<file path="config.mk">
export PLATFORM = sky130hd
export DESIGN_NAME = sli_controller
export DESIGN_NICKNAME = d
export VERILOG_FILES = /design/src/rtl/sli_pkg.sv /design/src/rtl/sli_controller.sv
export SDC_FILE = /design/constraint.sdc
export NUM_CORES = 1
export LEC_CHECK = 0
export ABC_AREA = 1
export BUFFER_PORTS_ARGS = -buffer_cell sky130_fd_sc_hd__buf_2
export CORE_AREA = 2 2 39 41
export CTS_BUF_LIST = sky130_fd_sc_hd__clkbuf_8
export DETAILED_ROUTE_END_ITERATION = 8
export DIE_AREA = 0 0 41 43
export GPL_TIMING_DRIVEN = 0
export PLACE_DENSITY = 0.52
export SLEW_MARGIN = 20
export SYNTH_ARGS = -nofsm -noshare
export SYNTH_HDL_FRONTEND = slang
export SYNTH_SLANG_ARGS = --single-unit
</file>
<file path="constraint.sdc">
create_clock -name clk -period 1.7 [get_ports clk]
set_input_delay 0.255 -clock clk [delete_from_list [all_inputs] [get_ports clk]]
set_output_delay 0.255 -clock clk [all_outputs]
set_load 0.005 [all_outputs]
</file>
<file path="src/rtl/sli_pkg.sv">
`timescale 1ns / 1ps
// Shared types and constants for the sorted leaf search/insert block.
// Used by sli_controller, sli_datapath and sorted_leaf_search_insert.
package sli_pkg;

	localparam int MAX_ENTRIES_DEF = 256;
	localparam int VALUE_BYTES_DEF = 8;

	localparam int KEY_W    = 32;
	localparam int VALUE_W  = 64;
	localparam int POS_W    = 9;
	localparam int STATUS_W = 2;

	localparam logic OP_SEARCH = 1'b0;
	localparam logic OP_INSERT = 1'b1;

	localparam logic [STATUS_W-1:0] STATUS_OK      = 2'd0;
	localparam logic [STATUS_W-1:0] STATUS_FULL    = 2'd1;
	localparam logic [STATUS_W-1:0] STATUS_POS_BAD = 2'd2;

	// Kind of result the datapath registers at the end of a transaction.
	typedef enum logic [2:0] {
		RSP_NONE,
		RSP_HIT,
		RSP_MISS,
		RSP_INS,
		RSP_FULL,
		RSP_POS
	} sli_rsp_t;

	typedef struct packed {
		logic     load;
		logic     probe;
		logic     compare;
		logic     shift_rd;
		logic     shift_wr;
		logic     ins_wr;
		sli_rsp_t rsp;
	} sli_cmd_t;

	typedef struct packed {
		logic op_insert;
		logic full;
		logic pos_bad;
		logic range_empty;
		logic hit;
		logic idx_at_pos;
	} sli_stat_t;

endpackage

</file>
<file path="src/rtl/sli_controller.sv">
`timescale 1ns / 1ps
// Sequencer for search and insert transactions.
// Depends on sli_pkg for command and status structs.
module sli_controller import sli_pkg::*; (
	input  logic      clk,
	input  logic      arst_n,
	input  logic      start,
	input  sli_stat_t stat,
	output sli_cmd_t  cmd,
	output logic      busy
);

	typedef enum logic [2:0] {
		S_IDLE,
		S_DISPATCH,
		S_PROBE,
		S_CMP,
		S_SHIFT_RD,
		S_SHIFT_WR,
		S_INS_WR
	} state_t;

	state_t state_q;
	state_t state_nxt;
	logic   busy_q;

	always_comb begin
		cmd       = '0;
		cmd.rsp   = RSP_NONE;
		state_nxt = state_q;
		unique case (state_q)
			S_IDLE: begin
				if (start) begin
					cmd.load  = 1'b1;
					state_nxt = S_DISPATCH;
				end
			end
			S_DISPATCH: begin
				priority if (!stat.op_insert) begin
					state_nxt = S_PROBE;
				end else if (stat.full) begin
					cmd.rsp   = RSP_FULL;
					state_nxt = S_IDLE;
				end else if (stat.pos_bad) begin
					cmd.rsp   = RSP_POS;
					state_nxt = S_IDLE;
				end else begin
					state_nxt = S_SHIFT_RD;
				end
			end
			S_PROBE: begin
				if (stat.range_empty) begin
					cmd.rsp   = RSP_MISS;
					state_nxt = S_IDLE;
				end else begin
					cmd.probe = 1'b1;
					state_nxt = S_CMP;
				end
			end
			S_CMP: begin
				cmd.compare = 1'b1;
				if (stat.hit) begin
					cmd.rsp   = RSP_HIT;
					state_nxt = S_IDLE;
				end else begin
					state_nxt = S_PROBE;
				end
			end
			S_SHIFT_RD: begin
				if (stat.idx_at_pos) begin
					state_nxt = S_INS_WR;
				end else begin
					cmd.shift_rd = 1'b1;
					state_nxt    = S_SHIFT_WR;
				end
			end
			S_SHIFT_WR: begin
				cmd.shift_wr = 1'b1;
				state_nxt    = S_SHIFT_RD;
			end
			S_INS_WR: begin
				cmd.ins_wr = 1'b1;
				cmd.rsp    = RSP_INS;
				state_nxt  = S_IDLE;
			end
			default: begin
				state_nxt = S_IDLE;
			end
		endcase
	end

	always_ff @(posedge clk or negedge arst_n) begin
		if (!arst_n) begin
			state_q <= S_IDLE;
			busy_q  <= 1'b0;
		end else begin
			state_q <= state_nxt;
			busy_q  <= (state_nxt != S_IDLE);
		end
	end

	assign busy = busy_q;

endmodule

</file>
==> results.yml, run 1 <==
timing:
  slew_headroom_pct: 84.0
  tns_ps: 0
  hold_ws_ps: 384
  skew_ps: 0.183
  maxSlewViolCount: 0
  fin_crit_sh_pct: 85.6
  final_hold_viol_count: 0
  fin_crit_ps: 1460
  tightest_slew_ps: 239
  max_freq_mhz: 687
  rsz0062_at_grt: "no"
  setup_viol: 0
detailed_routing:
  wl_per_cell_um: 7.24
  drtIter0Drc: 1
  dr.pass1.iters: 3
  drc_errors: 0
  drtAntennaViolNets: 0
  viasPerCell: 3.74
  via_count: 337
  drt_wl_total_um: 652
yosys:
  yosys-top-cells-area: "dfrtp_1 (32%), nand2_1 (19%), inv_1 (17%)"
  syn_area_um2: 310
  synthAdderAreaFrac_pct: 0
  syn-instance-count: 52
  yosysWarnings: 0
  yosysSeqAreaShare_pct: 32.3
  synth_top_area_share_pct: 32.3
  synth_compound_area_share_pct: 0
  muxShareOfSynthArea_pct: 0
  synth.net_count: 61
  synth_top_family_by_area: "simple AND/OR/NAND/NOR gates"
  synth_cell_type_count: 11
  syn_area_per_cell_um2: 5.97
  yosys.area_share.simple_pct: 47.2
  synth_top_area_cell: "dfrtp_1"
  synth_seq_cells: 4
  synth_xor_area_share_pct: 0
cts:
  insertion_delay_ps: 210
  max-clock-path-buffers: 2
  cts_sinks: 4
  h-tree-depth: 1
  clockRootBuffer: "clkbuf_8"
  clkTransAtPathRegs_ps: 30
  cts_buffers: 3
  cts_tree: "yes"
  cts_resized: 0
floorplanning:
  die_height_um: 43
  core-area_um2: 1380
  die_area_um2: 1760
  die_w_um: 41
  initial_utilization_pct: 22.4
  ios: 19
  num_rows: 14
worst_setup_path:
  cp-endpoint: "cmd[0]"
  critPathMaxFanout: 4
  rrSetupSlack_ps: 630
  crit_path_end_kind: "output port"
  r2r-end: "busy$_DFF_PN0_"
  setup.worst_path.class: "register to output port"
  cp_data_arrival_time_ps: 1200
  crit_start: "state_q[1]$_DFF_PN0_"
  critPathLaunchType: "register"
  r2r_cells: 6
  r2r_start: "state_q[1]$_DFF_PN0_"
  critPathRequiredTime_ps: 1440
layout:
  fin_nets: 85
  area_delta_synth_final_pct: 52.0
  drive_gt1_share_pct: 33.8
  multi_input_area_um2: 146
  seqCellArea_um2: 100
  diodes: 0
  fillers: 162
  final_cell_mix: "buf_2 (18), nand2_1 (16), inv_1 (14)"
  final_common_cell: "buf_2"
grt:
  antenna_found_initial: 0
  grt_pass1_vias: 279
  grt_max_degree: 10
  track_usage_pct: 8.99
  grt_pass1_wl_mm: 1.04
  global_route.overflow_total: 0
placed_design:
  gp_congestion: 0.630
  dp_hpwl_um: 549
  io_buffers: 18
run_status:
  outcome: "finished clean"
job:
  max-cap-violations: 0
min_path:
  min_path_type: "input pin to async pin"
pwr:
  p_total_uw: 677
  vdd_ir_drop_max_mv: 0.337
  p_leak_uw: 0.000346
  power.density_nw_per_um2: 1440
sequential cells by signal, summed over array words and instances, names as in the netlist:
name	flops
state_q	3
busy	1
synthesized netlist by cell type:
cell type / instances
nor2_2: 2
nand3_2: 1
nand2_1: 16
buf_6: 1
nand4_1: 1
dfrtp_1: 4
and3_1: 1
inv_1: 14
nor2_1: 7
nor3_1: 1
nand3_1: 4
worst min path at each step:
| stage | from | end | slack [ps] |
|---|---|---|---|
| 2_1_floorplan | arst_n | busy$_DFF_PN0_ | -40 |
| 3_3_place_gp | arst_n | busy$_DFF_PN0_ | 60 |
| 3_5_place_dp | arst_n | state_q[2]$_DFF_PN0_ | 60 |
| 4_1_cts | arst_n | state_q[2]$_DFF_PN0_ | 380 |
| 5_1_grt | arst_n | state_q[2]$_DFF_PN0_ | 400 |
| 6_report | arst_n | state_q[0]$_DFF_PN0_ | 380 |
layer usage:
layer / track usage [%] / vias up / routed length, µm
li1: - / 195 / -
met1: 10.2 / 130 / 305
met2: 12.5 / 12 / 293
met3: 4.71 / 0 / 53
met4: 6.00 / 0 / 0
met5: 0 / - / 0
final cells by class:
class	instances	share of cell area, %
Buffer	1	2.39
Clock buffer	3	8.75
Inverter	14	11.1
Multi-Input combinational cell	33	31.0
Sequential cell	4	21.2
Tap cell	16	4.24
Timing Repair Buffer	19	21.2
per-stage QoR:
step,util [%],cells,instance area [µm²],setup slack [ps]
4_1_cts,34.1,90,472,234
6_report,34.1,90,472,245
2_1_floorplan,-,52,310,636
3_3_place_gp,30.4,86,420,451
3_5_place_dp,30.4,86,420,465
5_1_grt,34.1,90,472,130
cells by family (layout without fill, tap and decap cells):
| family | Yosys count | in the layout |
|---|---|---|
| simple gates | 33 | 33 |
| buf+inv | 15 | 37 |
| flops | 4 | 4 |
power breakdown:
part           leakage [µW]  total (µW)  internal [µW]  switching, µW
clock             0.0000216         191            150           40.9
combinational      0.000273         319            135            184
sequential        0.0000507         167            140           27.5
total              0.000346         677            425            252
worst max-delay path: stages (launching register included):
cell and delay (ps):
dfrtp_1 380, inv_1 110, nand2_1 70, nor2_2 140, nand4_1 100, nand3_1 80
buf_2 110
what timing repair did:
item / CTS / global route
hold endpoints to repair: 4 / 0
hold buffers: 1 / 0
buffers inserted: 0 / 0
Note: power is estimated with default switching activity, not from simulation.
==> run 2, diff against run 1 <==
--- a/config.mk
+++ b/config.mk
@@ -13,6 +13,7 @@
 export DIE_AREA = 0 0 41 43
 export GPL_TIMING_DRIVEN = 0
 export PLACE_DENSITY = 0.52
+export SETUP_SLACK_MARGIN = 0.3
 export SLEW_MARGIN = 20
 export SYNTH_ARGS = -nofsm -noshare
 export SYNTH_HDL_FRONTEND = slang
==> run 2 against run 1 <==
Against the previous run: largest cell class unchanged; register-to-register slack lost 140 ps; count of clock-buffer cells in the layout did not move; combinational power increased by 27%; via count grew 7.7%; highest routed layer unchanged; maximum frequency rose by 6.0%; non-clock buffer count is 4 higher.
==> results.yml, run 2 (synthesized netlist as in run 1, its figures left out) <==
run_status:
  outcome: "finished clean"
cts:
  h-tree-depth: 1
  cts_sinks: 4
  insertion_delay_ps: 210
  cts_tree: "yes"
  cts_buffers: 3
  clockRootBuffer: "clkbuf_8"
  clkTransAtPathRegs_ps: 30
  max-clock-path-buffers: 2
floorplanning:
  ios: 19
  initial_utilization_pct: 22.4
  num_rows: 14
  core-area_um2: 1380
  die_w_um: 41
  die_height_um: 43
  die_area_um2: 1760
placed_design:
  dp_hpwl_um: 549
  io_buffers: 18
  gp_congestion: 0.630
worst_setup_path:
  r2r_cells: 8
  critPathRequiredTime_ps: 1440
  crit_path_end_kind: "output port"
  slowest_stage: "dfrtp_1"
  max_stage_delay_ps: 380
  r2r-end: "busy$_DFF_PN0_"
  setup.worst_path.class: "register to output port"
  cp_data_arrival_time_ps: 1120
  r2r_start: "state_q[1]$_DFF_PN0_"
  rrSetupSlack_ps: 490
  path_buf_inv: 3
  critPathMaxFanout: 3
  cp_cell_sequence: "inv_2, buf_4, nor2_4, nand2_2, nand3_1, buf_2"
  crit_family: "flip-flops"
  critPathLaunchType: "register"
grt:
  met1_usage_pct: 10.2
  grt_pass1_wl_mm: 1.04
  antenna_found_initial: 0
  track_usage_pct: 8.99
  grt_util_met2_pct: 12.5
  global_route.overflow_total: 0
  grt_pass1_vias: 279
  grt_max_degree: 10
  grt_util_met3_pct: 4.71
  grt_busiest_layer: "met2"
pwr:
  p_leak_uw: 0.000366
  p_int_uw: 484
  combPwrFrac_pct: 52.2
  power_frac_seq_pct: 23.1
  switching_share_pct: 37.6
  clockPowerShare_pct: 24.6
  power.density_nw_per_um2: 1480
  vdd_ir_drop_max_mv: 0.343
  p_switching_uw: 292
detailed_routing:
  dr.pass1.iters: 3
  wl_per_cell_um: 7.45
  drt_wl_total_um: 700
  drtAntennaViolNets: 0
  via_count: 363
  drtIter0Drc: 1
  drc_errors: 0
  viasPerCell: 3.86
layout:
  largest_reg_flops: 3
  final_cell_mix: "buf_2 (18), nand2_1 (14), inv_1 (13)"
  final_common_cell: "buf_2"
  drive_gt1_share_pct: 44.9
  diodes: 0
  fillers: 162
  fin_nets: 89
  postLayoutCoreUtil_pct: 37.8
  regMostFlops: "state_q"
  area_delta_synth_final_pct: 68.5
timing:
  maxSlewViolCount: 0
  final_hold_viol_count: 0
  tns_ps: 0
  fin_crit_sh_pct: 80.8
  rsz0062_at_grt: "yes"
  max_freq_mhz: 728
  fin_crit_ps: 1370
  tightest_slew_ps: 138
  skew_ps: 0.0148
  slew_headroom_pct: 90.7
  setup_viol: 0
job:
  max-cap-violations: 0
min_path:
  min_path_type: "input pin to async pin"
-- run 2: power groups by stage --
stage	Clock [µW]	Combinational, µW	Sequential [µW]
after floorplan	0	220	167
after global placement	0	320	169
after detailed placement	0	320	170
after CTS	193	370	170
after global routing	206	448	186
final	191	405	179
-- run 2: worst max-delay path by stage --
stage / endpoint / cells after the start / startpoint
after floorplan: cmd[2] / 4 / state_q[1]$_DFF_PN0_
after global placement: cmd[0] / 6 / state_q[1]$_DFF_PN0_
after detailed placement: cmd[0] / 6 / state_q[1]$_DFF_PN0_
after CTS: cmd[5] / 4 / state_q[0]$_DFF_PN0_
after global routing: cmd[0] / 6 / state_q[1]$_DFF_PN0_
final: cmd[0] / 6 / state_q[1]$_DFF_PN0_
-- run 2: timing repair --
item,in CTS,in global routing
endpoints found under the hold margin,4,0
hold buffers,1,0
pin swaps,3,5
setup buffers,2,2
endpoints found under the setup margin,3,6
gates resized for setup,3,5
-- run 2: cell type report --
| type | count | area (µm²) | area share [%] |
|---|---|---|---|
| clock buffers | 3 | 41.3 | 7.89 |
| repair buffers | 23 | 130 | 24.9 |
| multi-input cells | 33 | 166 | 31.8 |
| flip-flops and latches | 4 | 101 | 19.4 |
| inverters | 14 | 52.6 | 10.0 |
| well taps | 16 | 20.0 | 3.83 |
| plain buffers | 1 | 11.3 | 2.15 |
-- run 2: through the flow --
| step | cells | hold slack, ps | total power [µW] | setup slack [ps] | cell area, µm² |
|---|---|---|---|---|---|
| 2_1_floorplan | 52 | -40.6 | 386 | 636 | 310 |
| 3_3_place_gp | 86 | 60.6 | 488 | 451 | 420 |
| 3_5_place_dp | 86 | 61.2 | 489 | 465 | 420 |
| 4_1_cts | 92 | 383 | 733 | 279 | 494 |
| 5_1_grt | 94 | 400 | 840 | 277 | 523 |
| 6_report | 94 | 384 | 775 | 327 | 523 |
-- run 2: layer usage --
metal,vias up,routed length [µm]
li1,202,-
met1,149,326
met2,12,321
met3,0,53
met4,0,0
met5,-,0
==> run 3, diff against run 2 <==
--- a/config.mk
+++ b/config.mk
@@ -5,7 +5,7 @@
 export SDC_FILE = /design/constraint.sdc
 export NUM_CORES = 1
 export LEC_CHECK = 0
-export ABC_AREA = 1
+export ABC_AREA = 0
 export BUFFER_PORTS_ARGS = -buffer_cell sky130_fd_sc_hd__buf_2
 export CORE_AREA = 2 2 39 41
 export CTS_BUF_LIST = sky130_fd_sc_hd__clkbuf_8
==> constraint.sdc (replaced) <==
create_clock -name clk -period 1.4 [get_ports clk]
set_input_delay 0.21 -clock clk [delete_from_list [all_inputs] [get_ports clk]]
set_output_delay 0.21 -clock clk [all_outputs]
set_load 0.005 [all_outputs]
==> run 3 against run 2 <==
Against the previous run: the run now ends with negative setup slack left; power increased by 54%; clock skew rose by 3.0 ps; non-clock buffer count up 5; sequential power increased by 4%; count of clock-buffer cells in the layout stayed put; via count is 6.1% higher; synthesized area is 0.40% lower; global-route usage grew 2.8 points; largest cell class unchanged; die area did not move; utilization grew 6.5 points.
==> results.yml, run 3 <==
worst_setup_path:
  crit_path_end_kind: "output port"
  critPathRequiredTime_ps: 1190
  critPathLaunchType: "register"
  cp_data_arrival_time_ps: 1310
  path_buf_inv: 3
  crit_family: "buffers and inverters"
  cp_cell_sequence: "clkbuf_4, inv_2, nand3_2, o32ai_2, buf_2"
  max_stage_delay_ps: 350
  setup.worst_path.class: "register to output port"
  critPathMaxFanout: 9
  r2r_start: "state_q[0]$_DFF_PN0_"
  crit_start: "state_q[1]$_DFF_PN0_"
  slowest_stage: "dfrtp_1"
yosys:
  synth.most_common_cell: "nor2_1"
  yosysSeqAreaShare_pct: 32.4
  syn_area_um2: 309
  synth_ff_type: "dfrtp_1"
  synth_top_area_share_pct: 32.4
  synth_commonest_cells: "nor2_1 (9), dfrtp_1 (4), and2_1 (3), inv_1 (3)"
  syn_area_per_cell_um2: 7.73
  synth_seq_cells: 4
  synth.net_count: 49
  synth_cell_type_count: 23
  syn-instance-count: 40
  synth_top_area_cell: "dfrtp_1"
  yosysWarnings: 0
  synth_edf_count: 0
  synthArstFlopShare_pct: 100
  yosys-top-cells-area: "dfrtp_1 (32%), nor2_1 (11%), and2_1 (6.1%)"
detailed_routing:
  drtIter0Drc: 5
  drt_wl_total_um: 854
  via_count: 385
  wl_per_cell_um: 10.0
  drc_errors: 0
  dr.pass1.iters: 4
  viasPerCell: 4.53
  drtAntennaViolNets: 0
pwr:
  p_int_uw: 772
  p_total_uw: 1200
  power.density_nw_per_um2: 1950
  p_switching_uw: 424
  clockPowerShare_pct: 20.3
  vdd_ir_drop_max_mv: 0.734
  p_leak_uw: 0.000306
  combPwrFrac_pct: 64.1
  switching_share_pct: 35.4
  power_frac_seq_pct: 15.5
placed_design:
  gp_congestion: 0.698
  dp_hpwl_um: 544
  io_buffers: 18
  pre_cts_ws_ps: 44.4
cts:
  cts_sinks: 4
  cts_buffers: 3
  cts_tree: "yes"
  max-clock-path-buffers: 2
  clkTransAtPathRegs_ps: 30
  insertion_delay_ps: 220
  clockRootBuffer: "clkbuf_8"
  h-tree-depth: 1
timing:
  fin_crit_sh_pct: 108
  tns_ps: -247
  rsz0062_at_grt: "yes"
  setup_viol: 5
  maxSlewViolCount: 0
  slew_headroom_pct: 87.2
  final_hold_viol_count: 0
  skew_ps: 3.04
  tightest_slew_ps: 193
  max_freq_mhz: 658
  fin_crit_ps: 1520
  worst_slack_ps: -119
min_path:
  hold_path_startpoint: "stat[0]"
  min_path_type: "input pin to register"
run_status:
  violations: "negative setup slack"
  outcome: "finished, violations left"
layout:
  final_cell_mix: "buf_2 (17), nor2_1 (6), buf_6 (5), buf_4 (5), dfrtp_1 (4)"
  fin_nets: 80
  diodes: 0
  regMostFlops: "state_q"
  largest_reg_flops: 3
  drive_gt1_share_pct: 63.8
  final_common_cell: "buf_2"
  area_delta_synth_final_pct: 98.4
job:
  max-cap-violations: 0
floorplanning:
  die_area_um2: 1760
  die_height_um: 43
  num_rows: 14
  core-area_um2: 1380
  initial_utilization_pct: 22.3
  die_w_um: 41
  ios: 19
grt:
  grt_pass1_wl_mm: 1.34
  global_route.overflow_total: 0
  track_usage_pct: 11.8
  grt_max_degree: 10
  grt_pass1_vias: 341
  antenna_found_initial: 0
==> run 3: cell types whose count changed after synthesis, moves of 2 or more <==
cell	previous run	this run
nor2_2	2	0
nand3_1	4	2
nand2_1	16	0
inv_1	14	3
and2_1	0	3
a21oi_1	0	2
nor2_1	7	9
==> run 3: stage by stage <==
stage	hold slack, ps	util, %	cell area, µm²	instances
3_5_place_dp	17.0	31.1	430	74
4_1_cts	304	38.8	537	83
2_1_floorplan	-85.6	-	320	40
3_3_place_gp	14.8	31.1	430	74
6_report	303	44.3	613	85
5_1_grt	307	44.3	613	85
==> run 3: per-layer routing <==
| layer | global-route usage (%) | vias up | wire length (µm) |
|---|---|---|---|
| met5 | 0 | - | 0 |
| met1 | 13.7 | 181 | 353 |
| met2 | 16.9 | 11 | 432 |
| li1 | - | 191 | - |
| met3 | 3.14 | 2 | 46 |
| met4 | 10.0 | 0 | 22 |
==> run 3: cells by family (layout without fill, tap and decap cells) <==
logic type             Yosys count  after routing  share of synthesized area, %
and+or+nand+nor                 22             22                          39.3
AOI/OAI and AO/OA                7              7                          13.8
buffers and inverters            6             35                          11.3
DFF                              4              4                          32.4
muxes                            1              1                          3.24
==> run 3: final timing paths <==
path | to | slack (ps) | cells past startpoint
worst max-delay path | cmd[0] | -120 | 5
worst min-delay path | state_q[1]$_DFF_PN0_ | 300 | 3
worst max register to register | busy$_DFF_PN0_ | -50 | 6
worst min register to register | state_q[0]$_DFF_PN0_ | 670 | 3
max in group asynchronous | state_q[0]$_DFF_PN0_ | 960 | 2
min in group asynchronous | state_q[1]$_DFF_PN0_ | 320 | 2
==> run 3: power by group through the flow <==
stage | Sequential, µW | Clock, µW | Combinational [µW]
floorplan | 188 | 0 | 343
global placement | 185 | 0 | 479
detailed placement | 186 | 0 | 476
CTS | 185 | 246 | 604
global route | 194 | 259 | 843
finish | 186 | 243 | 767
==> run 3: layout make-up <==
| class | instances | area [µm²] |
|---|---|---|
| fillers | 140 | 771 |
| multi-input cells | 30 | 244 |
| repair buffers | 26 | 166 |
| flip-flops and latches | 4 | 100 |
| clock buffers | 3 | 41.3 |
| plain buffers | 3 | 30.0 |
| well taps | 16 | 20.0 |
| inverters | 3 | 11.3 |
==> run 3: worst min-delay path, cell delays in order <==
cell and delay, ps:
buf_2 120, nand3_1 80, o21ai_1 70
==> run 3: repair_timing <==
item                                   in CTS  in global routing
setup endpoints to repair                  10                 12
resized for setup                           4                 16
cloned                                      0                  0
endpoints found under the hold margin       4                  0
pin swaps                                   3                  1
hold buffers                                1                  0
setup buffers                               5                  2
